[src/sv/ctw_pkg.sv]
// Shared types and constants of the census transform window core.
package ctw_pkg;

  localparam int COORD_W    = 6;
  localparam int PIX_W      = 8;
  localparam int CENSUS_W   = 63;
  localparam int SIZE_W     = 7;
  localparam int HH_W       = 2;
  localparam int HW_W       = 3;
  localparam int CFG_IDX_W  = 8;
  localparam int CFG_DATA_W = 7;

  localparam int DEF_MAX_ROWS        = 64;
  localparam int DEF_MAX_COLS        = 64;
  localparam int DEF_MAX_HALF_HEIGHT = 3;
  localparam int DEF_MAX_HALF_WIDTH  = 4;

  localparam logic KIND_WRITE = 1'b0;
  localparam logic KIND_QUERY = 1'b1;

  localparam logic [CFG_IDX_W-1:0] CFG_FRAME_ROWS  = 8'd0;
  localparam logic [CFG_IDX_W-1:0] CFG_FRAME_COLS  = 8'd1;
  localparam logic [CFG_IDX_W-1:0] CFG_HALF_HEIGHT = 8'd2;
  localparam logic [CFG_IDX_W-1:0] CFG_HALF_WIDTH  = 8'd3;

  typedef struct packed {
    logic               kind;
    logic [COORD_W-1:0] row;
    logic [COORD_W-1:0] col;
    logic [PIX_W-1:0]   pixel;
  } in_item_t;

  typedef struct packed {
    logic [CENSUS_W-1:0] census_bits;
    logic [COORD_W-1:0]  out_row;
    logic [COORD_W-1:0]  out_col;
  } out_item_t;

  typedef struct packed {
    logic [SIZE_W-1:0] rows;
    logic [SIZE_W-1:0] cols;
    logic [HH_W-1:0]   hh;
    logic [HW_W-1:0]   hw;
  } cfg_t;

  // One classified item on its way from the front to the back.
  typedef struct packed {
    logic               kind;
    logic               in_frame;
    logic [COORD_W-1:0] row;
    logic [COORD_W-1:0] col;
    logic [COORD_W-1:0] cr;
    logic [COORD_W-1:0] cc;
    logic [PIX_W-1:0]   pixel;
  } job_t;

endpackage

[src/sv/ctw_front.sv]
// Front end: accepts items, checks writes against the frame and wraps query centres.
module ctw_front (
  input  logic              clk,
  input  logic              rst_n,
  input  ctw_pkg::in_item_t in_data,
  input  logic              in_valid,
  output logic              in_ready,
  input  ctw_pkg::cfg_t     cfg,
  output ctw_pkg::job_t     job,
  output logic              job_valid,
  input  logic              job_ready
);
  import ctw_pkg::*;

  typedef enum logic [2:0] {
    F_IDLE = 3'b001,
    F_MOD  = 3'b010,
    F_PUSH = 3'b100
  } fstate_t;

  fstate_t             state_r, state_nxt;
  in_item_t            item_r, item_nxt;
  logic                inf_r, inf_nxt;
  logic [SIZE_W-1:0]   rrem_r, rrem_nxt, crem_r, crem_nxt;
  logic [2:0]          step_r, step_nxt;
  logic [2:0]          idx;
  logic [SIZE_W-1:0]   rtry, ctry;

  assign idx  = 3'(COORD_W - 1) - step_r;
  assign rtry = {rrem_r[SIZE_W-2:0], item_r.row[idx]};
  assign ctry = {crem_r[SIZE_W-2:0], item_r.col[idx]};

  always_comb begin
    state_nxt = state_r;
    item_nxt  = item_r;
    inf_nxt   = inf_r;
    rrem_nxt  = rrem_r;
    crem_nxt  = crem_r;
    step_nxt  = step_r;
    case (state_r)
      F_IDLE: begin
        if (in_valid) begin
          item_nxt = in_data;
          inf_nxt  = ({1'b0, in_data.row} < cfg.rows) && ({1'b0, in_data.col} < cfg.cols);
          rrem_nxt = '0;
          crem_nxt = '0;
          step_nxt = '0;
          state_nxt = (in_data.kind == KIND_QUERY) ? F_MOD : F_PUSH;
        end
      end
      F_MOD: begin
        // Restoring remainder, one coordinate bit per cycle for row and column.
        rrem_nxt = (rtry >= cfg.rows) ? rtry - cfg.rows : rtry;
        crem_nxt = (ctry >= cfg.cols) ? ctry - cfg.cols : ctry;
        step_nxt = step_r + 3'd1;
        if (step_r == 3'(COORD_W - 1)) begin
          state_nxt = F_PUSH;
        end
      end
      F_PUSH: begin
        if (job_ready) begin
          state_nxt = F_IDLE;
        end
      end
      default: state_nxt = F_IDLE;
    endcase
  end

  always_ff @(posedge clk) begin
    if (!rst_n) begin
      state_r <= F_IDLE;
    end else begin
      state_r <= state_nxt;
    end
    item_r <= item_nxt;
    inf_r  <= inf_nxt;
    rrem_r <= rrem_nxt;
    crem_r <= crem_nxt;
    step_r <= step_nxt;
  end

  assign in_ready     = (state_r == F_IDLE);
  assign job_valid    = (state_r == F_PUSH);
  assign job.kind     = item_r.kind;
  assign job.in_frame = inf_r;
  assign job.row      = item_r.row;
  assign job.col      = item_r.col;
  assign job.cr       = rrem_r[COORD_W-1:0];
  assign job.cc       = crem_r[COORD_W-1:0];
  assign job.pixel    = item_r.pixel;

`ifndef SYNTHESIS
  a_centre_in_frame: assert property (@(posedge clk) disable iff (!rst_n)
    job_valid && job.kind == KIND_QUERY |->
      ({1'b0, job.cr} < cfg.rows) && ({1'b0, job.cc} < cfg.cols))
    else $error("query centre not reduced into the frame");
`endif

endmodule

[config.mk]
export PLATFORM = sky130hd
export DESIGN_NAME = ctw_front
export DESIGN_NICKNAME = d
export VERILOG_FILES = /design/src/sv/ctw_pkg.sv /design/src/sv/ctw_front.sv
export SDC_FILE = /design/constraint.sdc
export NUM_CORES = 1
export LEC_CHECK = 0
export ABC_AREA = 1
export BUFFER_PORTS_ARGS = -buffer_cell sky130_fd_sc_hd__buf_4
export CAP_MARGIN = 20
export CORE_ASPECT_RATIO = 1.5
export CORE_UTILIZATION = 37
export CTS_BUF_LIST = sky130_fd_sc_hd__clkbuf_2 sky130_fd_sc_hd__clkbuf_4 sky130_fd_sc_hd__clkbuf_8
export DETAILED_ROUTE_END_ITERATION = 10
export GPL_ROUTABILITY_DRIVEN = 1
export GPL_TIMING_DRIVEN = 1
export HOLD_SLACK_MARGIN = 0.02
export PLACE_DENSITY = 0.69
export RECOVER_POWER = 100
export SETUP_SLACK_MARGIN = 0.2
export SYNTH_ARGS = -nofsm -noshare
export SYNTH_HDL_FRONTEND = slang
export SYNTH_SLANG_ARGS = --single-unit
[constraint.sdc]
create_clock -name clk -period 4.99 [get_ports clk]
set_input_delay 0.2495 -clock clk [delete_from_list [all_inputs] [get_ports clk]]
set_output_delay 0.2495 -clock clk [all_outputs]
set_load 0.05 [all_outputs]
Yosys cells after proc, flatten, opt, wreduce, memory -nomap -nowiden
Index checks and enable logic that the tools add are counted.
W data, S select, Z words.
{"block": "word_totals", "input_bits": 44, "output_inout_bits": 36, "regBits": 40, "word_cells": 46}
{"block": "op_classes", "mux": 16, "n_reduce_logical": 5, "n_lt_le_gt_ge": 5, "add_sub_neg": 4, "eq_ne": 7}
{"operator": "$pmux W6 S2", "count": 2}
{"operator": "$mux W6", "count": 3}
{"operator": "$mux W3", "count": 5}
{"operator": "$ge A7 B7 Y1", "count": 2}
{"operator": "$lt A6 B7 Y1", "count": 2}
{"operator": "$sub A6 B6 Y6", "count": 2}
{"operator": "$pmux W3 S3", "count": 1}
{"operator": "$bmux W1 S3", "count": 2}
{"operator": "$eq A3 B3 Y1 const B", "count": 2}
{"operator": "$pmux W3 S2", "count": 1}
{"operator": "$lt A3 B4 Y1 const B", "count": 1}
{"operator": "$ne A2 B2 Y1 const B", "count": 2}
{"operator": "$reduce_and A2 Y1", "count": 2}
{"operator": "$add A3 B1 Y3 const B", "count": 1}
{"operator": "$eq A3 B1 Y1 const B", "count": 1}
{"operator": "$eq A3 B2 Y1 const B", "count": 1}
{"operator": "$reduce_and A3 Y1", "count": 1}
{"operator": "$sub A3 B3 Y3 const A", "count": 1}
{"operator": "$mux W1", "count": 2}
{"operator": "$ne A2 B1 Y1 const B", "count": 1}
{"operator": "$reduce_bool A2 Y1", "count": 1}
{"operator": "$logic_and A1 B1 Y1", "count": 1}

Logic depth before layout (Yosys ltp)
{"block": "logic_depth", "word_depth": 6, "depth_mapped": 20, "depth_no_buf": 19}

Least setup slack after synthesis
OpenSTA, ideal clock, no wires.
{"block": "synth_path", "path_type": "flip-flop to flip-flop", "from": "reg state_r[0]", "to": "reg crem_r[0], enable pin", "setup_time_ps": 408, "path_stages_with_launch": 5, "period_less_slack_ps": 2503, "n_path_buf": 0, "t_required_ps": 4582, "slack_ps": 2487, "arrival_time_ps": 2095, "cell_sequence": "dfxtp_1 > inv_1 > nor3_4 > inv_2 > o21ai_0"}
{"block": "synth_between", "elab_chain_cells": 3, "word_cells_on_any_way": 5, "cone_classes": "3 x eq/ne; 2 x reduce/logical"}
{"element": "start: declaration", "line": "ctw_front.sv:21", "rtl": "fstate_t state_r, state_nxt;"}
{"element": "start signal: assignment", "line": "ctw_front.sv:73", "rtl": "state_r <= state_nxt;"}
{"element": "$eq A3 B1 Y1 *"}
{"element": "via in_ready", "line": "ctw_front.sv:7", "rtl": "output logic in_ready,"}
{"element": "$ne A2 B2 Y1 (no source line) / $reduce_bool A2 Y1 (equally long branches)"}
{"element": "$reduce_and A2 Y1 (no source line) *"}
{"element": "end signal: assignment", "line": "ctw_front.sv:78", "rtl": "crem_r <= crem_nxt;"}
{"element": "end: declaration", "line": "ctw_front.sv:24", "rtl": "logic [SIZE_W-1:0] rrem_r, rrem_nxt, crem_r, crem_nxt;"}
The timed path passes the listed nets; every way through them passes the cells marked *.
A chain may end at the register's enable or synchronous reset.

Worst setup path in the final report
{"block": "layout_path", "from": "reg state_r[0]", "to": "reg crem_r[0], enable pin"}
{"block": "layout_between", "elab_chain_cells": 3, "word_cells_on_any_way": 5, "cone_classes": "3 x eq/ne; 2 x reduce/logical"}
{"element": "$eq A3 B1 Y1 / $eq A3 B2 Y1 (equally long branches)", "line": "ctw_front.sv:40", "rtl": "case (state_r)"}
{"element": "$ne A2 B2 Y1 (no source line) / $reduce_bool A2 Y1 (equally long branches)"}
{"element": "$reduce_and A2 Y1 (no source line) *"}
Every way passes the cells marked *; elsewhere a longest branch is shown, timed or not.

==> qor.csv <==
metric;value;unit
number of sinks on the clock net;40;
number of nets in the layout;458;
Worst-path clk slew;80;ps
initial cell density of the core;38.3;%
layout overhead on the synthesized area;20.4;%
leading register cell type out of synthesis;sky130_fd_sc_hd__edfxtp_1;
run status;complete, but fails checks;
post-cts resize count;0;
non-filler instance count after layout;463;
failing checks;DRC, capacitance limit, slew limit;
critical path's largest stage delay;1690;ps
synthesized netlist cell count;306;
count of input and output buffers;74;
nets in the synthesized netlist;380;
number of remaining DRC errors;1;
proportion of synthesized flip-flops having asynchronous set or reset;0;%
chain of cells forming the critical path;inv_1 > nor3_1 > clkinv_1 > o21ai_0;
number of pins exceeding their max-slew limit in the final report;16;
Crit Path Class;flip-flop to flip-flop;
largest fanout on the critical path;15;
setup TNS;0;ps
number of cells in the design after placement;454;
Layout fillers;709;
number of hold-slack violations in the final timing report;0;
Worst R2R Setup Slack;1910;ps
Vert. Die Dim;106;um
HPWL after detailed placement;4.73;mm
CP required;4860;ps
source of the worst register-to-register timing path;state_r[0];
core outline area;6900;um^2
post-placement cell area;3270;um^2
width of the die;71.0;um
post-synthesis share of cell area spent on full adders, half adders and majority gates;14.8;%
largest net degree at the start of global routing;24;
number of antenna violations at the first check in global routing;0;
Mapped Area;2640;um^2
Die ar.;7490;um^2
root buffer selected by CTS;sky130_fd_sc_hd__clkbuf_8;
number of buffers inserted by hold repair at cts;0;
final period demand of the worst path;3080;ps
simple-gate share of the synthesized area;25.9;%
Bufs and invs on worst path;2;
dominant delay contributor by cell family on the critical path;compound AO/OA/AOI/OAI gates;
number of cells traversed by the worst hold path;1;
vias in the first global route;2143;
drt via density;4.72;
logic depth of the worst register-to-register path;4;
final setup fails;0;
number of setup buffers added after CTS;0;
uppermost signal routing layer after detailed routing;met4;
DP Worst Slack;2250;ps
Final Routed Wirelength;5.72;mm
warning count from the yosys run;0;
Layout Cell Area excl Fill;3180;um^2
multiplexer fraction of the synthesized cell area;0;%
number of DRC markers in iteration 0;99;
compound-gate portion of the synthesized area;4.40;%
number of library cell types mapped by synthesis;33;
count of antenna-violating nets left after detailed routing;0;
total CTS buffers;5;
mean instance size in the synthesized netlist;8.64;um^2
TritonRoute pass-1 iters;11;
number of rows in the core area;37;
worst hold slack;152;ps
Hold Crit Class;primary input to flip-flop;
setup repair after global routing missed its margin;no;
number of synthesized register bits;40;
kind of start point of the critical path;flip-flop;
Total GRT Usage;15.8;%
maximum clock rate;325;MHz
clock latency at the later pin of the worst-skew pair;290;ps
H-Tree Depth;2;
dominant combinational cell family by area after synthesis;simple AND/OR/NAND/NOR gates;
worst vdd ir;0.000146;V
standard cell with the maximum stage delay on the critical path;sky130_fd_sc_hd__o21ai_0;
placer congestion estimate;0.838;
Worst Path Arrival;2950;ps
wire length per cell after detailed routing;12.4;um
Hold Startpoint;in_data[1];
detailed-routing wirelength on met1;2.22;mm
pwr/cell area;342;nW/um^2
slew at the pin closest to its max-slew limit;2210;ps
fraction of layout instances using a drive strength above 1;11.9;%
leakage power figure;0.00154;uW
total number of vias;2186;
r2r endpoint;crem_r[0];
length of routed met2 wiring;3.21;mm
period utilisation layout;61.7;%
xor/xnor cell area share of the yosys netlist;1.66;%
wire length of the first global-routing pass;9.18;mm
number of diodes added for antenna fixing;0;
worst slew margin relative to its limit;-48.9;%
maximum capacitance violations;1;
clock tree from TritonCTS;done;
Worst Hold End;job[1];
I/O pin total;80;
worst clock skew;6.22;ps
sum of overflow across all layers after global routing;0;
WL met3;205;um
Post-synth EDFFs;37;
share of synthesized area occupied by flip-flops and latches;44.3;%
final worst slack;1910;ps
kind of capture point of the worst setup path;flip-flop;
Max Root-Sink Buffers;2;
## layout by cell type (no fill, tap or decap), drive strengths merged, types with 3 or more instances in the layout
cell,n
clkbuf,64
nand2,90
dfxtp,3
edfxtp,37
a21oi,6
inv,53
nand3,13
o21ai,3
nand4,5
nor2,39
ha,28
buf,16
xor2,3
nand3b,5
## metal layers
metal | track usage [%] | up-vias
li1 | - | 1142
met1 | 15.8 | 992
met2 | 31.2 | 46
met3 | 3.15 | 6
met4 | 5.57 | 0
met5 | 0 | -
## power by group
part / internal (uW) / switching [uW]
clock: 148 / 121
combinational: 109 / 274
sequential: 414 / 22.6
total: 671 / 417
## flip-flops by register name, indices dropped and copies added (netlist names)
signal and cells:
job 21, step_r 3, rrem_r 6, crem_r 6, state_r 3, inf_r 1
## cell families after synthesis
| family | Yosys count |
|---|---|
| adders and majority gates | 30 |
| and+or+nand+nor | 156 |
| buffers and inverters | 58 |
| AOI/OAI and AO/OA | 17 |
| xor gates and xnor gates | 5 |
| DFF | 40 |
## through the flow
step | utilization (%) | power, uW
CTS | 49.0 | 1130
finish | 46.2 | 1090
global placement | 47.4 | 859
floorplan | - | 747
detailed placement | 47.4 | 867
global route | 46.2 | 1150
## worst reg2reg max path: stages, from the launching register on
cell	delay, ps
sky130_fd_sc_hd__dfxtp_1	350
sky130_fd_sc_hd__inv_1	60
sky130_fd_sc_hd__nor3_1	370
sky130_fd_sc_hd__clkinv_1	190
sky130_fd_sc_hd__o21ai_0	1690
## area by class of cell
type,count,area [um^2],share of cell area (%)
Clock buffer,5,68.8,2.16
Clock inverter,3,42.5,1.34
Inverter,54,203,6.37
Multi-Input combinational cell,208,1210,38.0
Sequential cell,40,1170,36.8
Tap cell,78,97.6,3.06
Timing Repair Buffer,75,390,12.3
## cell usage after synthesis, types with 3 or more instances
master,instances,area (um^2)
sky130_fd_sc_hd__xor2_1,3,26.3
sky130_fd_sc_hd__a21oi_1,5,25.0
sky130_fd_sc_hd__ha_1,28,350
sky130_fd_sc_hd__nor2_1,36,135
sky130_fd_sc_hd__nand3_1,11,55.1
sky130_fd_sc_hd__nand2_1,88,330
sky130_fd_sc_hd__inv_1,51,191
sky130_fd_sc_hd__inv_2,3,11.3
sky130_fd_sc_hd__dfxtp_1,3,60.1
sky130_fd_sc_hd__nand4_1,5,31.3
sky130_fd_sc_hd__nor2_2,3,18.8
sky130_fd_sc_hd__edfxtp_1,37,1110
sky130_fd_sc_hd__nand3b_1,5,37.5
## how the worst max path moves through the flow
stage / from / endpoint / slack [ps] / depth (start not counted)
detailed placement: step_r[1] / crem_r[4] / 2250 / 15
floorplan: state_r[0] / crem_r[0] / 2490 / 4
CTS: step_r[1] / crem_r[4] / 2240 / 15
global placement: step_r[1] / crem_r[4] / 2280 / 15
finish: state_r[0] / crem_r[0] / 1910 / 4
global route: state_r[0] / rrem_r[0] / 1450 / 4
(Power assumes the default switching activity.)
