## src/sv/ctw_pkg.sv

```systemverilog
// Shared types and constants of the census transform window core.
package ctw_pkg;

  localparam int COORD_W    = 6;
  localparam int PIX_W      = 8;
  localparam int CENSUS_W   = 63;
  localparam int SIZE_W     = 7;
  localparam int HH_W       = 2;
  localparam int HW_W       = 3;
  localparam int CFG_IDX_W  = 8;
  localparam int CFG_DATA_W = 7;

  localparam int DEF_MAX_ROWS        = 64;
  localparam int DEF_MAX_COLS        = 64;
  localparam int DEF_MAX_HALF_HEIGHT = 3;
  localparam int DEF_MAX_HALF_WIDTH  = 4;

  localparam logic KIND_WRITE = 1'b0;
  localparam logic KIND_QUERY = 1'b1;

  localparam logic [CFG_IDX_W-1:0] CFG_FRAME_ROWS  = 8'd0;
  localparam logic [CFG_IDX_W-1:0] CFG_FRAME_COLS  = 8'd1;
  localparam logic [CFG_IDX_W-1:0] CFG_HALF_HEIGHT = 8'd2;
  localparam logic [CFG_IDX_W-1:0] CFG_HALF_WIDTH  = 8'd3;

  typedef struct packed {
    logic               kind;
    logic [COORD_W-1:0] row;
    logic [COORD_W-1:0] col;
    logic [PIX_W-1:0]   pixel;
  } in_item_t;

  typedef struct packed {
    logic [CENSUS_W-1:0] census_bits;
    logic [COORD_W-1:0]  out_row;
    logic [COORD_W-1:0]  out_col;
  } out_item_t;

  typedef struct packed {
    logic [SIZE_W-1:0] rows;
    logic [SIZE_W-1:0] cols;
    logic [HH_W-1:0]   hh;
    logic [HW_W-1:0]   hw;
  } cfg_t;

  // One classified item on its way from the front to the back.
  typedef struct packed {
    logic               kind;
    logic               in_frame;
    logic [COORD_W-1:0] row;
    logic [COORD_W-1:0] col;
    logic [COORD_W-1:0] cr;
    logic [COORD_W-1:0] cc;
    logic [PIX_W-1:0]   pixel;
  } job_t;

endpackage

```

## src/sv/ctw_back.sv

```systemverilog
// Back end: performs pixel writes and walks the census window for queries.
module ctw_back #(
  parameter int MAX_COLS = ctw_pkg::DEF_MAX_COLS,
  parameter int AW       = 12
) (
  input  logic                      clk,
  input  logic                      rst_n,
  input  ctw_pkg::job_t             job,
  input  logic                      job_valid,
  output logic                      job_ready,
  input  ctw_pkg::cfg_t             cfg,
  output logic                      ram_we,
  output logic [AW-1:0]             ram_addr,
  output logic [ctw_pkg::PIX_W-1:0] ram_wdata,
  input  logic [ctw_pkg::PIX_W-1:0] ram_rdata,
  output ctw_pkg::out_item_t        out_data,
  output logic                      out_valid,
  input  logic                      out_ready
);
  import ctw_pkg::*;

  typedef enum logic [4:0] {
    B_IDLE  = 5'b00001,
    B_PREP  = 5'b00010,
    B_SCAN  = 5'b00100,
    B_DRAIN = 5'b01000,
    B_OUT   = 5'b10000
  } bstate_t;

  bstate_t              state_r, state_nxt;
  logic [COORD_W-1:0]   y_r, y_nxt, x_r, x_nxt, xs_r, xs_nxt;
  logic [COORD_W-1:0]   row_r, row_nxt, col_r, col_nxt;
  logic [2:0]           i_r, i_nxt, k_r, k_nxt;
  logic [3:0]           j_r, j_nxt;
  logic [5:0]           bit_r, bit_nxt, pbit_r, pbit_nxt;
  logic                 pend_r, pend_nxt, cen_pend_r, cen_pend_nxt;
  logic [PIX_W-1:0]     centre_r, centre_nxt;
  logic [CENSUS_W-1:0]  vec_r, vec_nxt;
  out_item_t            out_r, out_nxt;
  logic                 out_valid_r, out_valid_nxt;
  logic [COORD_W-1:0]   rows_m1, cols_m1;

  function automatic logic [AW-1:0] addr_of(input logic [COORD_W-1:0] r,
                                            input logic [COORD_W-1:0] c);
    return AW'(int'(r) * MAX_COLS + int'(c));
  endfunction

  assign rows_m1 = COORD_W'(cfg.rows - 7'd1);
  assign cols_m1 = COORD_W'(cfg.cols - 7'd1);

  always_comb begin
    state_nxt     = state_r;
    y_nxt         = y_r;
    x_nxt         = x_r;
    xs_nxt        = xs_r;
    row_nxt       = row_r;
    col_nxt       = col_r;
    i_nxt         = i_r;
    j_nxt         = j_r;
    k_nxt         = k_r;
    bit_nxt       = bit_r;
    pbit_nxt      = pbit_r;
    pend_nxt      = 1'b0;
    cen_pend_nxt  = 1'b0;
    centre_nxt    = centre_r;
    vec_nxt       = vec_r;
    out_nxt       = out_r;
    out_valid_nxt = out_valid_r && !out_ready;
    ram_we        = 1'b0;
    ram_addr      = addr_of(y_r, x_r);
    ram_wdata     = job.pixel;

    if (cen_pend_r) begin
      centre_nxt = ram_rdata;
    end
    // Read data arrives in the cycle after its address, so the compare uses the delayed bit index.
    if (pend_r && (centre_r > ram_rdata)) begin
      vec_nxt[pbit_r] = 1'b1;
    end

    case (state_r)
      B_IDLE: begin
        if (job_valid) begin
          if (job.kind == KIND_WRITE) begin
            ram_we   = job.in_frame;
            ram_addr = addr_of(job.row, job.col);
          end else begin
            ram_addr     = addr_of(job.cr, job.cc);
            cen_pend_nxt = 1'b1;
            y_nxt        = job.cr;
            x_nxt        = job.cc;
            row_nxt      = job.row;
            col_nxt      = job.col;
            k_nxt        = '0;
            i_nxt        = '0;
            j_nxt        = '0;
            bit_nxt      = '0;
            vec_nxt      = '0;
            state_nxt    = B_PREP;
          end
        end
      end
      B_PREP: begin
        // Step back from the centre to the top left corner, wrapping at the frame edge.
        if ((k_r >= {1'b0, cfg.hh}) && (k_r >= cfg.hw)) begin
          xs_nxt    = x_r;
          state_nxt = B_SCAN;
        end else begin
          if (k_r < {1'b0, cfg.hh}) begin
            y_nxt = (y_r == '0) ? rows_m1 : y_r - 1'b1;
          end
          if (k_r < cfg.hw) begin
            x_nxt = (x_r == '0) ? cols_m1 : x_r - 1'b1;
          end
          k_nxt = k_r + 3'd1;
        end
      end
      B_SCAN: begin
        pend_nxt = 1'b1;
        pbit_nxt = bit_r;
        bit_nxt  = bit_r + 6'd1;
        if (j_r == {cfg.hw, 1'b0}) begin
          j_nxt = '0;
          x_nxt = xs_r;
          y_nxt = (y_r == rows_m1) ? '0 : y_r + 1'b1;
          if (i_r == {cfg.hh, 1'b0}) begin
            state_nxt = B_DRAIN;
          end else begin
            i_nxt = i_r + 3'd1;
          end
        end else begin
          j_nxt = j_r + 4'd1;
          x_nxt = (x_r == cols_m1) ? '0 : x_r + 1'b1;
        end
      end
      B_DRAIN: begin
        state_nxt = B_OUT;
      end
      B_OUT: begin
        if (!out_valid_r || out_ready) begin
          out_nxt.census_bits = vec_r;
          out_nxt.out_row     = row_r;
          out_nxt.out_col     = col_r;
          out_valid_nxt       = 1'b1;
          state_nxt           = B_IDLE;
        end
      end
      default: state_nxt = B_IDLE;
    endcase
  end

  always_ff @(posedge clk) begin
    if (!rst_n) begin
      state_r     <= B_IDLE;
      pend_r      <= 1'b0;
      cen_pend_r  <= 1'b0;
      out_valid_r <= 1'b0;
    end else begin
      state_r     <= state_nxt;
      pend_r      <= pend_nxt;
      cen_pend_r  <= cen_pend_nxt;
      out_valid_r <= out_valid_nxt;
    end
    y_r      <= y_nxt;
    x_r      <= x_nxt;
    xs_r     <= xs_nxt;
    row_r    <= row_nxt;
    col_r    <= col_nxt;
    i_r      <= i_nxt;
    j_r      <= j_nxt;
    k_r      <= k_nxt;
    bit_r    <= bit_nxt;
    pbit_r   <= pbit_nxt;
    centre_r <= centre_nxt;
    vec_r    <= vec_nxt;
    out_r    <= out_nxt;
  end

  assign job_ready = (state_r == B_IDLE);
  assign out_data  = out_r;
  assign out_valid = out_valid_r;

`ifndef SYNTHESIS
  a_write_only_idle: assert property (@(posedge clk) disable iff (!rst_n)
    ram_we |-> state_r == B_IDLE)
    else $error("frame write while a query owns the memory port");
  a_compare_follows_scan: assert property (@(posedge clk) disable iff (!rst_n)
    pend_r |-> $past(state_r == B_SCAN))
    else $error("neighbour compare without a preceding window read");
  a_window_bounds: assert property (@(posedge clk) disable iff (!rst_n)
    state_r == B_SCAN |-> (j_r <= {cfg.hw, 1'b0}) && (i_r <= {1'b0, cfg.hh, 1'b0}))
    else $error("window position outside the configured window");
`endif

endmodule

```

## config.mk

```make
export PLATFORM = sky130hd
export DESIGN_NAME = ctw_back
export DESIGN_NICKNAME = d
export VERILOG_FILES = /design/src/sv/ctw_pkg.sv /design/src/sv/ctw_back.sv
export SDC_FILE = /design/constraint.sdc
export NUM_CORES = 1
export LEC_CHECK = 0
export ABC_AREA = 1
export BUFFER_PORTS_ARGS = -buffer_cell sky130_fd_sc_hd__buf_2
export CORE_ASPECT_RATIO = 1.25
export CORE_MARGIN = 5
export CORE_UTILIZATION = 56
export DETAILED_ROUTE_END_ITERATION = 16
export PLACE_DENSITY_LB_ADDON = 0.25
export SKIP_LAST_GASP = 1
export SLEW_MARGIN = 25
export SYNTH_ARGS = -nofsm -noshare
export SYNTH_HDL_FRONTEND = slang
export SYNTH_SLANG_ARGS = --single-unit
```

## constraint.sdc

```tcl
create_clock -name clk -period 6.2 [get_ports clk]
set_clock_uncertainty 0.1 [all_clocks]
set_input_delay 1.24 -clock clk [delete_from_list [all_inputs] [get_ports clk]]
set_output_delay 1.24 -clock clk [all_outputs]
set_load 0.05 [all_outputs]
```

## Word level (Yosys, flattened, before mapping)

Cells that the tools add are included.

| operators by class | value |
|---|---|
| add/subtract/negate cells | 13 |
| $lt $le $gt $ge | 7 |
| equal/unequal tests | 19 |
| muxes and demuxes | 53 |
| bitwise gates (word level) | 1 |
| reduce and logical (&&, ||, !) cells | 22 |

Operators by type and width:

| operator | number |
|---|---|
| $mux 63 | 4 |
| $mux 6 | 16 |
| $or 63x63->63 | 1 |
| $add 12x6->12 | 3 |
| $mux 12 | 3 |
| $pmux 6 s3 | 2 |
| $mux 5 | 6 |
| $pmux 5 s5 | 1 |
| $sub 6x1->6 const B | 4 |
| $ne 2x2->1 const B | 10 |
| $add 6x1->6 const B | 3 |
| $mux 3 | 5 |
| $eq 6x6->1 | 2 |
| $logic_not 6->1 | 2 |
| $mux 4 | 3 |
| $pmux 3 s2 | 2 |
| $pmux 6 s2 | 1 |
| $reduce_and 6->1 | 2 |
| $reduce_and 5->1 | 2 |
| $reduce_and 3->1 | 3 |
| $gt 8x8->1 | 1 |
| $mux 1 | 8 |
| $pmux 4 s2 | 1 |
| $lt 6x7->1 const B | 1 |
| other kinds (22) | 29 |

| word-level totals | value |
|---|---|
| register bits | 206 |
| output and inout port bits | 98 |
| logic and storage cells | 134 |

## Depth between registers and ports, before layout

| logic depth | value |
|---|---|
| depth after elaboration | 9 |
| gate-level depth with buffers | 13 |

## Worst setup path before layout

No wires, ideal clock.

| timing path | value |
|---|---|
| path type | input port to flip-flop |
| start | input port out_ready |
| end | register out_r, in the netlist out_data[0], enable pin |
| library setup time | 0.533 ns |
| arrival | 4.937 ns |
| setup slack | 0.629 ns |
| cell stages on the path | 2 |
| path buffers | 0 |
| path through | inv_1 -> a21oi_1 |

| between the ends | value |
|---|---|
| longest elaborated chain between the ends | 2 |

RTL lines:

| what | line | RTL |
|---|---|---|
| start: declaration | ctw_back.sv:18 | `input logic out_ready` |
| $logic_or 1x1->1 | ctw_back.sv:140 | `if (!out_valid_r \|\| out_ready) begin` |
| $reduce_and 2->1 (no line) | n/a |  |
| end signal: assignment | ctw_back.sv:176 | `out_r <= out_nxt;` |
| end: declaration | ctw_back.sv:39 | `out_item_t out_r, out_nxt;` |

No other way between the ends.
A chain may end at the register's enable or synchronous reset.

## Worst setup path after layout

| timing path | value |
|---|---|
| start | input port job_valid |
| end | output port ram_addr[0] |

| between the ends | value |
|---|---|
| longest elaborated chain between the ends | 2 |

RTL lines:

| what | line | RTL |
|---|---|---|
| start: declaration | ctw_back.sv:9 | `input logic job_valid,` |
| $mux 12 | ctw_back.sv:83 | `if (job_valid) begin` |
| $mux 12 | ctw_back.sv:81 | `case (state_r)` |
| end: declaration | ctw_back.sv:13 | `output logic [AW-1:0] ram_addr,` |

No other way between the ends.

==> results.md <==
- Summed over all cells, the static leakage comes to 4.436 nW.
- Data on the critical path is required at its endpoint by 4860 ps.
- Relative to the synthesized area, the layout overhead comes to 15.13%.
- The row count is 53.
- The proportion of synthesized chip area in sequential cells is 0.5832.
- The part of the power in the clock network is 0.323.
- After clock tree synthesis, the clock-pin slew on the worst setup and hold paths is 60 ps.
- Summed over all layers, the global routing overflow is 0.
- The die span in x is 125.8 µm.
- The number of nets produced by synthesis is 1066.
- For the finished layout, the period the worst path requires is 4042 ps.
- Counting flops and latches in the post-synthesis netlist gives 206.
- The quantity of gates resized following cts is 0.
- Pin placement for this block handled 163 I/O pins.
- The detailed router placed 6896 vias in this run.
- The min-delay analysis places its worst path in the category flop to flop.
- The launch point of the worst hold path is col_r[4].
- The initial antenna violation count is 0.
- The fraction of power spent switching nets is 0.3287.
- At the later pin of the worst-skew pair, clock insertion delay measures 490 ps.
- Static timing analysis puts the maximum clock frequency at 0.2474 GHz.
- The endpoint class of the critical path is an output pin.
- Setup repair after global routing left no endpoint under its margin.
- STA puts the critical path data arrival time at 2700 ps.
- The average via count per standard cell is 5.139.
- Yosys mapped a number of flops with a built-in enable equal to 135.
- The distinct cell type count of the synthesized netlist is 38.
- The number of endpoints with negative hold slack in the final report is 0.
- In the synthesized netlist the async set-or-reset flop fraction comes to 0.
- In this run the post-CTS setup repair buffer count came out at 0.
- The die footprint is 19470 µm².
- The flow ran to the end, and the final reports show no timing, DRC or antenna violations.
- Grouping stages by cell kind, the critical path spends the most delay in simple AND/OR/NAND/NOR gates.
- STA classifies the critical path startpoint as a primary input.
- The portion of synthesized cell area occupied by the leading cell type is 0.4318.
- The commonest cells after synthesis are inv_1, nor2_1, edfxtp_1.
- The area of all placed cells without fillers is 10810 µm².
- The most instantiated library cell after synthesis is inv_1.
- Dividing total power by cell area gives a power density of 343.2 nW/µm².
- The number of nets in the finished design is 1196.
- Of the available clock period, the critical path in the final layout requires 0.6520.
- After technology mapping, the gate count stands at 978.
- The worst-case IR drop observed on VDD is 263.3 µV.
- The placed cell count is 1305.
- Summed over all nets, the half-perimeter wirelength after detailed placement is 13.86 mm.
- In the global route stage, overall resource usage came out at 0.1974.
- Summing every instance area after synthesis gives 9389 µm².
- The starting DRC count in detailed routing is 487.
- The post-route antenna net violation count is 0.
- CTS built an H-tree with a depth of 1.
- The startpoint of the most critical setup path is job_valid.
- In the synthesized netlist the dominant register cell turns out to be edfxtp_1.
- Summed over all instances, the cell type with the most area after synthesis is edfxtp_1.
- Yosys printed 0 warnings.
- For this design, the sink count on the clock tree is 206.
- The repair_antennas step left the layout with diodes totalling 0.
- In this design, the critical path's most frequently occurring cell is buf_2.
- The worst setup path is of the primary input to output pin kind.
- In the final timing run, aggregate negative setup slack is 0 ps.
- The post-layout utilization of the core is 0.6494.
- The total net switching power is 1.220 mW.
- The placer congestion estimate is 0.9255.
- Of the total power, combinational logic draws 0.231.
- Entering global routing, the biggest net connects 73 pins.
- Clock tree synthesis selected as its root buffer the cell clkbuf_16.
- After clock tree synthesis, the flow added hold-fix buffers numbering 0.
- The maximum clock path buffer count is 3.
- The largest driver fanout on the critical path is 11.
- Each instance of the synthesized netlist takes up on average 9.600 µm².
- The core region is 16640 µm².
- The design draws 3.710 mW.
- During placement, the flow inserted port buffers numbering 144.
- The critical path goes through buf_2 > inv_1 > nor2_4 > nand2_2 > inv_2 > a21oi_1 > buf_2.
- The vertical die dimension is 154.8 µm.
- The max-capacitance violation count is 0.
- The number of clock buffers inserted by TritonCTS is 21.
- The via count of the first global-routing pass is 6643.
- The delay of the slowest cell on the worst path is 380 ps.
- After synthesis, the cell types taking the most area are edfxtp_1, dfxtp_1, inv_1.
- The share of final-layout standard cells stronger than drive strength 1 is 0.2005.
- At the pin with the least slew margin, the transition time is 880.6 ps.
- The cell-internal power is 2.490 mW.
- The TritonCTS clock tree is built.
- The worst-path cell with the longest stage delay is nor2_4.
- The number of standard cells in the layout, taps in and fillers out is 1342.
- The total DRC errors in the routed layout is 0.
- The buffer and inverter count on the worst path is 4.
- The share of power burned in registers is 0.446.
- The total count of max-transition violations in the final report is 0.
- The first-pass GRT wire length is 31.88 mm.
- The post-place instance area is 10150 µm².
- The worst register-to-register path begins at state_r[2].
- The first TritonRoute pass finished after 5 iterations.
- The wire length reported by the detailed router is 19.91 mm.
- The worst slew margin relative to its limit is 0.4116.
- Dividing the detail-routed wire length by the instance count gives 14.83 µm.
- Setup violations remaining at the end of the flow were counted as 0.
- The initial core utilization is 0.5641.
==> cells by family after synthesis <==
kind of cell,share of synthesized area
buf+inv,0.09488
fa+ha+maj,0.03065
flops,0.5832
compound gates,0.08062
xor+xnor,0.01959
simple gates,0.1911
==> worst reg2reg max path, cell delays in order, from the launching register on <==
cell     delay (ps)
dfxtp_1         360
nor2_4          170
nand4_4         130
nor2_4          390
nand2_2         300
nand2_2         350
nor2_1          110
a21oi_1         570
==> power groups by stage <==
stage	logic (mW)	clock network (mW)	registers [mW]
final	0.858	1.20	1.66
after global routing	0.942	1.28	1.67
after CTS	0.860	1.23	1.65
after detailed placement	0.853	0	1.68
after global placement	0.843	0	1.68
after floorplan	0.719	0	1.65
==> sequential cells by signal (all words and copies together) (netlist names), 4 cells and up <==
signal	flops
col_r	6
vec_r	63
xs_r	6
pbit_r	6
bit_r	6
state_r	5
centre_r	8
out_data	75
x_r	6
y_r	6
j_r	4
row_r	6
==> per-layer routing <==
layer,global-route usage,wire (µm)
met4,0.05979,470
met5,0,0
met1,0.2345,7734
met2,0.3661,10440
met3,0.03212,1260
==> area by class of cell <==
cell class / count / area [µm²]
tap: 220 / 275.3
clock buffer: 22 / 539.3
inverter: 162 / 608.1
sequential: 206 / 5475
fill: 1381 / 5836
clock inverter: 15 / 116.4
timing repair buffer: 147 / 743.2
multi-input combinational: 570 / 3052
==> worst paths after layout <==
path	to	slack [ps]	depth (start not counted)
max	ram_addr[0]	2160	7
min reg2reg	out_data[4]	320	0
max reg2reg	x_r[4]	3350	7
min	out_data[4]	320	0
==> placed cells by master, fill, tap and decap left out, types with 2 or more instances in the layout <==
master	instances
buf_2	144
inv_1	156
o22ai_2	5
clkinvlp_4	3
o211ai_1	2
nor3_1	8
clkinv_1	2
o22ai_1	4
nand3_1	112
nor2_4	3
xnor2_1	8
a21oi_1	90
o21ai_1	3
nand2_4	3
ha_1	23
inv_2	6
dfxtp_1	71
nand3_2	4
o21ai_0	16
or2_2	4
clkinv_2	6
inv_6	2
a221oi_2	5
buf_4	3
clkbuf_16	21
nor2_2	3
nand2_2	4
xor2_1	13
nand4_1	7
edfxtp_1	135
nand2_1	105
nor2_1	138
nor3_2	2
==> per-stage QoR <==
step / hold slack [ps] / setup WS, ps
CTS: 319.3 / 2162
detailed placement: 304.5 / 2180
floorplan: 300.3 / 629.4
finish: 316.7 / 2158
global placement: 300.8 / 2197
global route: 331.4 / 2048
Power figures use the tool's default switching activity.
