File: src/sv/ctw_pkg.sv
// Shared types and constants of the census transform window core.
package ctw_pkg;

  localparam int COORD_W    = 6;
  localparam int PIX_W      = 8;
  localparam int CENSUS_W   = 63;
  localparam int SIZE_W     = 7;
  localparam int HH_W       = 2;
  localparam int HW_W       = 3;
  localparam int CFG_IDX_W  = 8;
  localparam int CFG_DATA_W = 7;

  localparam int DEF_MAX_ROWS        = 64;
  localparam int DEF_MAX_COLS        = 64;
  localparam int DEF_MAX_HALF_HEIGHT = 3;
  localparam int DEF_MAX_HALF_WIDTH  = 4;

  localparam logic KIND_WRITE = 1'b0;
  localparam logic KIND_QUERY = 1'b1;

  localparam logic [CFG_IDX_W-1:0] CFG_FRAME_ROWS  = 8'd0;
  localparam logic [CFG_IDX_W-1:0] CFG_FRAME_COLS  = 8'd1;
  localparam logic [CFG_IDX_W-1:0] CFG_HALF_HEIGHT = 8'd2;
  localparam logic [CFG_IDX_W-1:0] CFG_HALF_WIDTH  = 8'd3;

  typedef struct packed {
    logic               kind;
    logic [COORD_W-1:0] row;
    logic [COORD_W-1:0] col;
    logic [PIX_W-1:0]   pixel;
  } in_item_t;

  typedef struct packed {
    logic [CENSUS_W-1:0] census_bits;
    logic [COORD_W-1:0]  out_row;
    logic [COORD_W-1:0]  out_col;
  } out_item_t;

  typedef struct packed {
    logic [SIZE_W-1:0] rows;
    logic [SIZE_W-1:0] cols;
    logic [HH_W-1:0]   hh;
    logic [HW_W-1:0]   hw;
  } cfg_t;

  // One classified item on its way from the front to the back.
  typedef struct packed {
    logic               kind;
    logic               in_frame;
    logic [COORD_W-1:0] row;
    logic [COORD_W-1:0] col;
    logic [COORD_W-1:0] cr;
    logic [COORD_W-1:0] cc;
    logic [PIX_W-1:0]   pixel;
  } job_t;

endpackage

File: src/sv/ctw_queue.sv
// Two-entry queue between the front end and the back end.
module ctw_queue (
  input  logic          clk,
  input  logic          rst_n,
  input  ctw_pkg::job_t in_job,
  input  logic          in_valid,
  output logic          in_ready,
  output ctw_pkg::job_t out_job,
  output logic          out_valid,
  input  logic          out_ready
);
  import ctw_pkg::*;

  job_t       entries_r [2];
  logic       wp_r, rp_r;
  logic [1:0] cnt_r;
  logic       push, pop;

  assign in_ready  = (cnt_r != 2'd2);
  assign out_valid = (cnt_r != 2'd0);
  assign push      = in_valid && in_ready;
  assign pop       = out_valid && out_ready;
  assign out_job   = entries_r[rp_r];

  always_ff @(posedge clk) begin
    if (!rst_n) begin
      wp_r  <= 1'b0;
      rp_r  <= 1'b0;
      cnt_r <= 2'd0;
    end else begin
      if (push) begin
        wp_r <= ~wp_r;
      end
      if (pop) begin
        rp_r <= ~rp_r;
      end
      cnt_r <= cnt_r + {1'b0, push} - {1'b0, pop};
    end
    if (push) begin
      entries_r[wp_r] <= in_job;
    end
  end

endmodule

File: config.mk
export PLATFORM = sky130hd
export DESIGN_NAME = ctw_queue
export DESIGN_NICKNAME = d
export VERILOG_FILES = /design/src/sv/ctw_pkg.sv /design/src/sv/ctw_queue.sv
export SDC_FILE = /design/constraint.sdc
export NUM_CORES = 1
export LEC_CHECK = 0
export ABC_AREA = 1
export BUFFER_PORTS_ARGS = -buffer_cell sky130_fd_sc_hd__buf_2
export CAP_MARGIN = 20
export CELL_PAD_IN_SITES_DETAIL_PLACEMENT = 1
export CELL_PAD_IN_SITES_GLOBAL_PLACEMENT = 1
export CORE_UTILIZATION = 44
export DETAILED_ROUTE_END_ITERATION = 12
export PLACE_DENSITY_LB_ADDON = 0.1
export SETUP_SLACK_MARGIN = 0.4
export SYNTH_ARGS = -nofsm -noshare
export SYNTH_HDL_FRONTEND = slang
export SYNTH_SLANG_ARGS = --single-unit
File: constraint.sdc
create_clock -name clk -period 3.3 [get_ports clk]
set_clock_uncertainty 0.05 [all_clocks]
set_input_delay 0 -clock clk [delete_from_list [all_inputs] [get_ports clk]]
set_output_delay 0 -clock clk [all_outputs]
set_load 0.005 [all_outputs]
After elaboration in Yosys (flattened, before gate mapping)

Memory sizes are Yosys's and may differ from the RTL's. A register that Yosys moved wholly into a read port is not among the register bits.
Index checks and enable logic that the tools add are counted.
Widths: inputs -> output; s select.

Bits in registers: 4
Latch bits: 0
Bits in writable memories: 68
Bits in read-only memories: 0
Input bits: 38
Output and inout port bits: 36
Logic and storage cells: 16
Memories kept: 1

Add/subtract/negate cells: 2
$mul: 0
Div/mod/pow operators: 0
Magnitude comparators: 0
Equal/unequal tests: 1
Shifts and indexed selects: 0
Multiplexer cells: 4
Bitwise logic cells: 2
Reductions and logical operators: 3

Memory list:

| memory    | depth | width | read ports | clocked after Yosys merged registers in | wr ports | line            | RTL |
|---|---|---|---|---|---|---|---|
| entries_r | 2     | 34    | 1          | 1                                       | 1        | ctw_queue.sv:14 | `job_t entries_r [2];` |

Operators by type and width:

| cell               | count |
|---|---|
| $mux 1             | 4 |
| $add 2x1->2        | 1 |
| $logic_and 1x1->1  | 2 |
| $ne 2x2->1 const B | 1 |
| $not 1->1          | 2 |
| $reduce_bool 2->1  | 1 |
| $sub 2x1->2        | 1 |

Depth between registers and ports, before layout

Gate-level depths: netlist (run 1).

Depth after elaboration: 4
Gate-level depth with buffers: 11
Mapped depth without buffers: 11

Worst setup path before layout (run 1)

OpenSTA, ideal clock, no wires.

Kind: register to register
Start point: register cnt_r[0]
End point: memory entries_r[0][0] in the netlist's numbering (enable)
Setup time: 425 ps
Data arrival time: 2020 ps
Required time: 2825 ps
Slack: 805 ps
Cell stages (with the launch flop): 5
Buffers on the path: 0
Cells stage by stage: dfxtp_1 > inv_1 > nand2_1 > nand2_1 > nor2_1

Cells in the longest elaborated chain, start to end: 4

RTL lines:

| what                         | line            | RTL |
|---|---|---|
| from (decl)                  | ctw_queue.sv:16 | `logic [1:0] cnt_r;` |
| from (signal assigned)       | ctw_queue.sv:37 | `cnt_r <= cnt_r + {1'b0, push} - {1'b0, pop};` |
| $ne 2x2->1                   | ctw_queue.sv:19 | `assign in_ready = (cnt_r != 2'd2);` |
| named net in_ready           | ctw_queue.sv:7  | `output logic in_ready,` |
| $logic_and 1x1->1            | ctw_queue.sv:21 | `assign push = in_valid && in_ready;` |
| $mux 1                       | ctw_queue.sv:39 | `if (push) begin` |
| $mux 1 (not written as such) | ctw_queue.sv:40 | `entries_r[wp_r] <= in_job;` |
| to (decl)                    | ctw_queue.sv:14 |  |

The timed path passes the listed nets, and every way through them passes these cells.

Worst setup path after layout (run 1)

Start point: register cnt_r[0]
End point: memory entries_r[0][20] in the netlist's numbering (enable)

Cells in the longest elaborated chain, start to end: 4

RTL lines:

| what                         | line |
|---|---|
| $ne 2x2->1                   | ctw_queue.sv:19 |
| $logic_and 1x1->1            | ctw_queue.sv:21 |
| $mux 1                       | ctw_queue.sv:39 |
| $mux 1 (not written as such) | ctw_queue.sv:40 |

No other way between the ends.

==> flow_summary.yaml, run 1 <==
worst_setup_path:
  crit_type: "register to register"
  crit_path_max_fanout: 34
  r2r_end: "entries_r[0][20]"
  rr_worst_depth: 4
  arrival_ns: 1.82
  critPathRequiredTime_ns: 3.20
  rrSetupSlack_ns: 1.38
  critPathLaunch: "cnt_r[0]"
  r2r-start: "cnt_r[0]"
  worstSetupEndpointType: "register"
  cp-start-kind: "register"
  worstSetupEndpoint: "entries_r[0][20]"
pwr:
  power_frac_seq_pct: 46.7
  internal_power_mw: 1.97
  p_clk_share_pct: 27.6
  power_frac_comb_pct: 25.7
  netSwitchingFraction_pct: 25.4
  cellLeakagePower_nw: 1.57
  power.density_nw_per_um2: 684
  max-vdd-ir-drop_mv: 0.363
  p_sw_mw: 0.670
synthesis:
  yosysWarnings: 0
  syn_area_per_cell_um2: 20.1
  synth.distinct_cells: 12
  ys_seq_area_share_pct: 75.2
  netlist_area_um2: 2850
  syn_nets: 182
  synth-seq-cells: 73
  syn-instance-count: 142
global_route:
  grt_use_met1_pct: 17.5
  antenna_found_initial: 0
  track_usage_pct: 17.3
  grt_max_degree: 35
  gr-usage-met3_pct: 5.27
  grt_pass1_wl_um: 7970
  grt_pass1_vias: 1705
  busiest_layer: "met2"
  overflow: 0
  grt.met2_usage_pct: 31.3
cells_and_area:
  syn2layout_area_growth_pct: 35.2
  drive_gt1_share_pct: 46.6
  layout.nets: 301
  n_fill_cell: 589
  antenna_cells: 0
placed_design:
  port_buffers: 73
  dp_hpwl_um: 3400
  place_congestion: 0.622
route:
  drt-pass1-iter-count: 4
  detail-route-antenna-nets: 0
  vias_per_cell: 4.65
  via_count: 1587
  wl_per_cell_um: 15.8
  drc: 0
  totalWireLength_um: 5380
  initialDrtViolationCount: 77
floorplan:
  rows: 28
  dieWidth_um: 82.5
  io_pins: 74
  initial_utilization_pct: 46.7
  core_um2: 6100
  die_area_um2: 6800
  die_h_um: 82.5
clock_network:
  cts_root_buf: "clkbuf_8"
  clk_pin_slew_worst_paths_ns: 0.07
  cts_sinks: 73
  clkLatencyLatePin_ns: 0.33
  cts_buffer_depth: 2
  htreeDepth: 3
  tritoncts: "built"
  post_cts_resized: 0
  cts-buffers-inserted: 9
sta:
  period_minus_slack_ns: 1.92
  achievable-frequency_ghz: 0.521
  hold_viol: 0
  rsz0062_at_grt: "no"
  fin_setup_tns_ns: 0
  finalCritPeriodShare_pct: 58.1
  slew-limit-headroom_pct: 33.5
  finalMaxSlewViolations: 0
  finalSetupViolCount: 0
  worst_pin_slew_ns: 0.995
  holdWs_ns: 0.338
job:
  maxCapViolations: 0
worst_hold_path:
  hold_path.startpoint: "in_job[31]"
  hold_path.class: "input port to register"
outcome:
  status: "finished, final reports clean"
[flip-flops by register name, summed over array words and instances (netlist names), named ones only]
| signal | flops |
|---|---|
| rp_r | 1 |
| cnt_r | 2 |
| wp_r | 1 |
| entries_r | 68 |
[critical path, cell delays in order (launching register included)]
cell     delay, ns
dfxtp_1       0.36
inv_1         0.07
nand2_1       0.12
nand2_1       0.15
nor2_4        0.79
[power by group through the flow]
stage	Combinational [mW]	Clock, mW	Sequential, mW
after global placement	0.563	0	1.29
after global routing	0.744	0.787	1.24
after detailed placement	0.589	0	1.31
final	0.678	0.728	1.23
after floorplan	0.464	0	1.23
after CTS	0.625	0.749	1.29
[cell usage in the layout, fill, tap and decap left out, types with 2 or more instances in the layout]
cell type / netlist / layout
a21oi_1: 2 / 2
buf_2: 0 / 73
bufinv_16: 0 / 2
clkbuf_8: 0 / 9
clkinv_1: 0 / 3
dfxtp_1: 5 / 4
dlygate4sd3_1: 0 / 37
edfxtp_1: 68 / 68
ha_1: 2 / 2
inv_1: 7 / 7
mux2_2: 4 / 4
mux2_4: 30 / 30
nand2_1: 9 / 9
nand3_1: 3 / 3
nor2_1: 8 / 7
[per-stage QoR]
| stage | cells | cell area, um2 | power [mW] | setup slack, ns | util [%] |
|---|---|---|---|---|---|
| 6_report | 341 | 3850 | 2.64 | 1.38 | 63.2 |
| 5_1_grt | 341 | 3850 | 2.77 | 1.24 | 63.2 |
| 4_1_cts | 340 | 3830 | 2.66 | 1.22 | 62.9 |
| 3_5_place_dp | 287 | 3250 | 1.90 | 1.37 | 53.4 |
| 3_3_place_gp | 287 | 3250 | 1.86 | 1.51 | 53.4 |
| 2_1_floorplan | 142 | 2850 | 1.69 | 0.805 | - |
[per-layer routing]
layer / vias up / routed length (um) / part of all wire (%)
met4: 0 / 81 / 1.5
li1: 769 / - / -
met5: - / 0 / 0
met3: 6 / 246 / 4.6
met2: 48 / 2920 / 54
met1: 764 / 2140 / 40
[logic make-up (layout without fill, tap and decap cells)]
logic type	after synthesis	in the layout	synth area share (%)
muxes	34	34	17.4
DFF	73	73	75.2
adders and majority gates	2	2	0.878
AOI/OAI and AO/OA	2	2	0.351
buffers and inverters	11	135	3.43
and+or+nand+nor	20	20	2.77
[synth_stat cells]
| master | instances | area, um2 |
|---|---|---|
| edfxtp_1 | 68 | 2040 |
| nor2_1 | 8 | 30.0 |
| mux2_2 | 4 | 45.0 |
| buf_6 | 1 | 11.3 |
| buf_12 | 3 | 60.1 |
| mux2_4 | 30 | 450 |
| ha_1 | 2 | 25.0 |
| nand3_1 | 3 | 15.0 |
| nand2_1 | 9 | 33.8 |
| a21oi_1 | 2 | 10.0 |
| inv_1 | 7 | 26.3 |
| dfxtp_1 | 5 | 100 |
[layout make-up]
class	instances	area, um2	share of cell area (%)
clock buffers	9	124	3.22
clock inverters	7	85.1	2.21
inverters	7	26.3	0.682
multi-input cells	58	617	16.0
flip-flops and latches	73	2140	55.6
well taps	75	93.8	2.44
repair buffers	112	763	19.8
[how the worst min path moves through the flow]
stage                            end  slack [ns]  cells past startpoint
CTS                  entries_r[1][4]        0.32                      2
global placement    entries_r[0][33]        0.14                      1
floorplan                   cnt_r[0]        0.04                      2
global route         entries_r[0][4]        0.32                      2
finish              entries_r[1][31]        0.34                      2
detailed placement   entries_r[1][4]        0.14                      1
[what timing repair did]
action                                  4_1_cts  5_1_grt
buffers inserted                              0        0
hold buffers                                 37        0
hold endpoints to repair                     73        0
endpoints found under the setup margin        0        0
Power figures use the tool's default switching activity.
==> inputs of run 2 (changes only) <==
--- a/config.mk
+++ b/config.mk
@@ -5,12 +5,12 @@
 export SDC_FILE = /design/constraint.sdc
 export NUM_CORES = 1
 export LEC_CHECK = 0
-export ABC_AREA = 1
+export ABC_AREA = 0
 export BUFFER_PORTS_ARGS = -buffer_cell sky130_fd_sc_hd__buf_2
 export CAP_MARGIN = 20
 export CELL_PAD_IN_SITES_DETAIL_PLACEMENT = 1
 export CELL_PAD_IN_SITES_GLOBAL_PLACEMENT = 1
-export CORE_UTILIZATION = 44
+export CORE_UTILIZATION = 40
 export DETAILED_ROUTE_END_ITERATION = 12
 export PLACE_DENSITY_LB_ADDON = 0.1
 export SETUP_SLACK_MARGIN = 0.4
==> constraint.sdc (replaced) <==
create_clock -name clk -period 1.7 [get_ports clk]
set_clock_uncertainty 0.05 [all_clocks]
set_input_delay 0 -clock clk [delete_from_list [all_inputs] [get_ports clk]]
set_output_delay 0 -clock clk [all_outputs]
set_load 0.005 [all_outputs]
==> run 2 against run 1 <==
Net effect: register-to-register slack got worse by 1.3 ns; worst setup slack got worse by 1.3 ns; die area increased by 9.6%; global-route usage increased by 0.18 points; fmax increased by 21%; power increased by 130%; sequential share of layout area decreased by 7.6 points; via count increased by 5.4%; cell count increased by 7.6%; combinational power increased to 3.5 times the previous value; synthesized area decreased by 0.18%; critical endpoint is now cnt_r[1]; largest cell class unchanged; largest power group unchanged.
==> flow_summary.yaml, run 2 <==
synthesis:
  syn-instance-count: 130
  yosysWarnings: 0
  synth_top_cells_by_count: "edfxtp_1 (68), mux2_4 (30), dfxtp_1 (5), mux2_2 (4)"
  yosys.area.top_type: "edfxtp_1"
  synth.distinct_cells: 18
  synth-seq-cells: 73
  yosys-top-cells-area: "edfxtp_1 (72%), mux2_4 (16%), dfxtp_1 (3.5%)"
  ys_seq_area_share_pct: 75.3
  syn_area_per_cell_um2: 21.9
  ys.flop_type: "edfxtp_1"
  synthArstFlopShare_pct: 0
  synth.most_common_cell: "edfxtp_1"
  synth_top_area_share_pct: 71.8
  syn_nets: 170
  netlist_area_um2: 2840
  synth-edff-count: 68
cells_and_area:
  mostFrequentLayoutCells: "edfxtp_1 (68), buf_2 (39), buf_6 (36)"
  multi_input_area_um2: 708
  syn2layout_area_growth_pct: 57.3
  final_common_cell: "edfxtp_1"
  fin_area_um2: 4470
  reg.largest.list: "entries_r (68), cnt_r (2)"
  register_area_um2: 2150
  top_register: "entries_r"
  n_fill_cell: 609
  largest_register_ffs: 68
  drive_gt1_share_pct: 56.8
  layout.nets: 306
  antenna_cells: 0
worst_setup_path:
  critPathRequiredTime_ns: 1.93
  cp_top_family: "adder cells"
  cp-start-kind: "register"
  rrSetupSlack_ns: 0.11
  crit_type: "register to register"
  worstSetupEndpointType: "register"
  max_stage_delay_ns: 0.37
  r2r-start: "cnt_r[1]"
  arrival_ns: 1.82
  path_buf_inv: 1
  slowest_stage: "dfxtp_4"
  r2r_end: "cnt_r[1]"
  rr_worst_depth: 7
  crit_path_max_fanout: 4
  path_cells: "o21a_4 -> ha_4 -> inv_2 -> ha_4 -> xnor2_2 -> xnor2_1 -> and2_1"
  critical_path.most_common_cell: "ha_4"
pwr:
  finalPower_mw: 6.02
  cellLeakagePower_nw: 1.77
  max-vdd-ir-drop_mv: 0.655
  power.density_nw_per_um2: 1350
route:
  initialDrtViolationCount: 57
  detail-route-antenna-nets: 0
  drc: 0
  wl_per_cell_um: 17.0
  via_count: 1673
  totalWireLength_um: 6220
  vias_per_cell: 4.56
  drt-pass1-iter-count: 2
worst_hold_path:
  hold_path.class: "input port to register"
  worstHoldPathCells: 5
  hold_path.startpoint: "in_valid"
  hold_end: "wp_r"
floorplan:
  dieWidth_um: 86.3
  rows: 30
  die_h_um: 86.3
  die_area_um2: 7450
  core_um2: 6830
  initial_utilization_pct: 41.6
  io_pins: 74
outcome:
  status: "finished, final reports clean"
clock_network:
  cts_sinks: 73
  htreeDepth: 3
  tritoncts: "built"
  cts_buffer_depth: 2
  clkLatencyLatePin_ns: 0.34
  cts-buffers-inserted: 9
  cts_root_buf: "clkbuf_8"
  clk_pin_slew_worst_paths_ns: 0.07
global_route:
  grt_pass1_wl_um: 9180
  antenna_found_initial: 0
  overflow: 0
  grt_max_degree: 19
  grt_pass1_vias: 1846
  track_usage_pct: 17.5
sta:
  finalMaxSlewViolations: 0
  finalCritPeriodShare_pct: 93.6
  hold_viol: 0
  worst_pin_slew_ns: 0.268
  period_minus_slack_ns: 1.59
  slew-limit-headroom_pct: 82.0
  rsz0062_at_grt: "yes"
  fin_setup_tns_ns: 0
  achievable-frequency_ghz: 0.629
  finalSetupViolCount: 0
placed_design:
  place_congestion: 0.653
  dp_hpwl_um: 3530
  post_dp_cell_area_um2: 3370
  port_buffers: 73
job:
  maxCapViolations: 0
-- run 2: cell count changes after synthesis, sizes merged, moves of 2 or more --
cell	change
a21oi	-2
xnor2	+3
nand2	-7
nor2	-7
inv	-6
nand2b	+2
and2	+2
nand3	-3
nor2b	+2
-- run 2: cell type report --
class | instances | area share [%]
Sequential cell | 73 | 48.1
Timing Repair Buffer | 129 | 29.1
Multi-Input combinational cell | 52 | 15.8
Clock buffer | 10 | 2.85
Tap cell | 96 | 2.69
Clock inverter | 6 | 1.31
Inverter | 1 | 0.0839
-- run 2: metrics by stage --
stage / setup WS, ns / std cells / hold slack (ns) / util [%]
floorplan: 0.176 / 130 / 0.0489 / -
CTS: 0.117 / 360 / -0.0372 / 61.7
finish: 0.109 / 367 / 0.134 / 65.5
detailed placement: 0.0833 / 301 / 0.143 / 49.3
global placement: 0.159 / 301 / 0.137 / 49.3
global route: 0.00427 / 367 / 0.148 / 65.5
-- run 2: worst min-delay path, delay by kind of cell --
| kind | cells | cell delay, ns |
|---|---|---|
| multiplexers | 1 | 0.06 |
| buffers and inverters | 3 | 0.32 |
| AND/OR/NAND/NOR | 1 | 0.07 |
-- run 2: worst max-delay path by stage --
stage	from	end	slack (ns)	cells after the start
floorplan	cnt_r[1]	cnt_r[1]	0.18	7
global placement	cnt_r[1]	cnt_r[1]	0.16	7
detailed placement	cnt_r[0]	cnt_r[1]	0.08	8
CTS	cnt_r[1]	cnt_r[1]	0.12	7
global route	cnt_r[1]	cnt_r[1]	0.004	7
finish	cnt_r[1]	cnt_r[1]	0.11	7
-- run 2: timing repair --
item,in CTS,in global routing
setup buffers,5,3
endpoints found under the hold margin,73,0
endpoints found under the setup margin,104,89
gates cloned,3,4
hold buffers,35,0
pin swaps,3,3
gates resized for setup,37,25
-- run 2: cells by family (layout without fill, tap and decap cells) --
kind of cell | count (synthesis) | after routing | share of synthesized area [%]
xor+xnor | 3 | 3 | 0.924
compound gates | 1 | 1 | 0.308
flops | 73 | 73 | 75.3
fa+ha+maj | 2 | 2 | 0.880
simple gates | 11 | 11 | 2.16
mux | 35 | 35 | 17.8
buf+inv | 5 | 146 | 2.64
-- run 2: power by group --
group	internal, mW	leakage (nW)	switching [mW]	total (mW)
clock	0.668	0.0913	0.621	1.29
sequential	2.27	0.678	0.103	2.38
combinational	1.54	0.997	0.824	2.36
total	4.48	1.77	1.55	6.02
-- run 2: per-layer routing --
| metal | GRT usage, % | up-vias | part of all wire [%] |
|---|---|---|---|
| met1 | 18.9 | 831 | 39 |
| met2 | 31.3 | 54 | 55 |
| met4 | 8.18 | 0 | 1.6 |
| li1 | - | 777 | - |
| met5 | 0 | - | 0 |
| met3 | 5.24 | 11 | 4.7 |
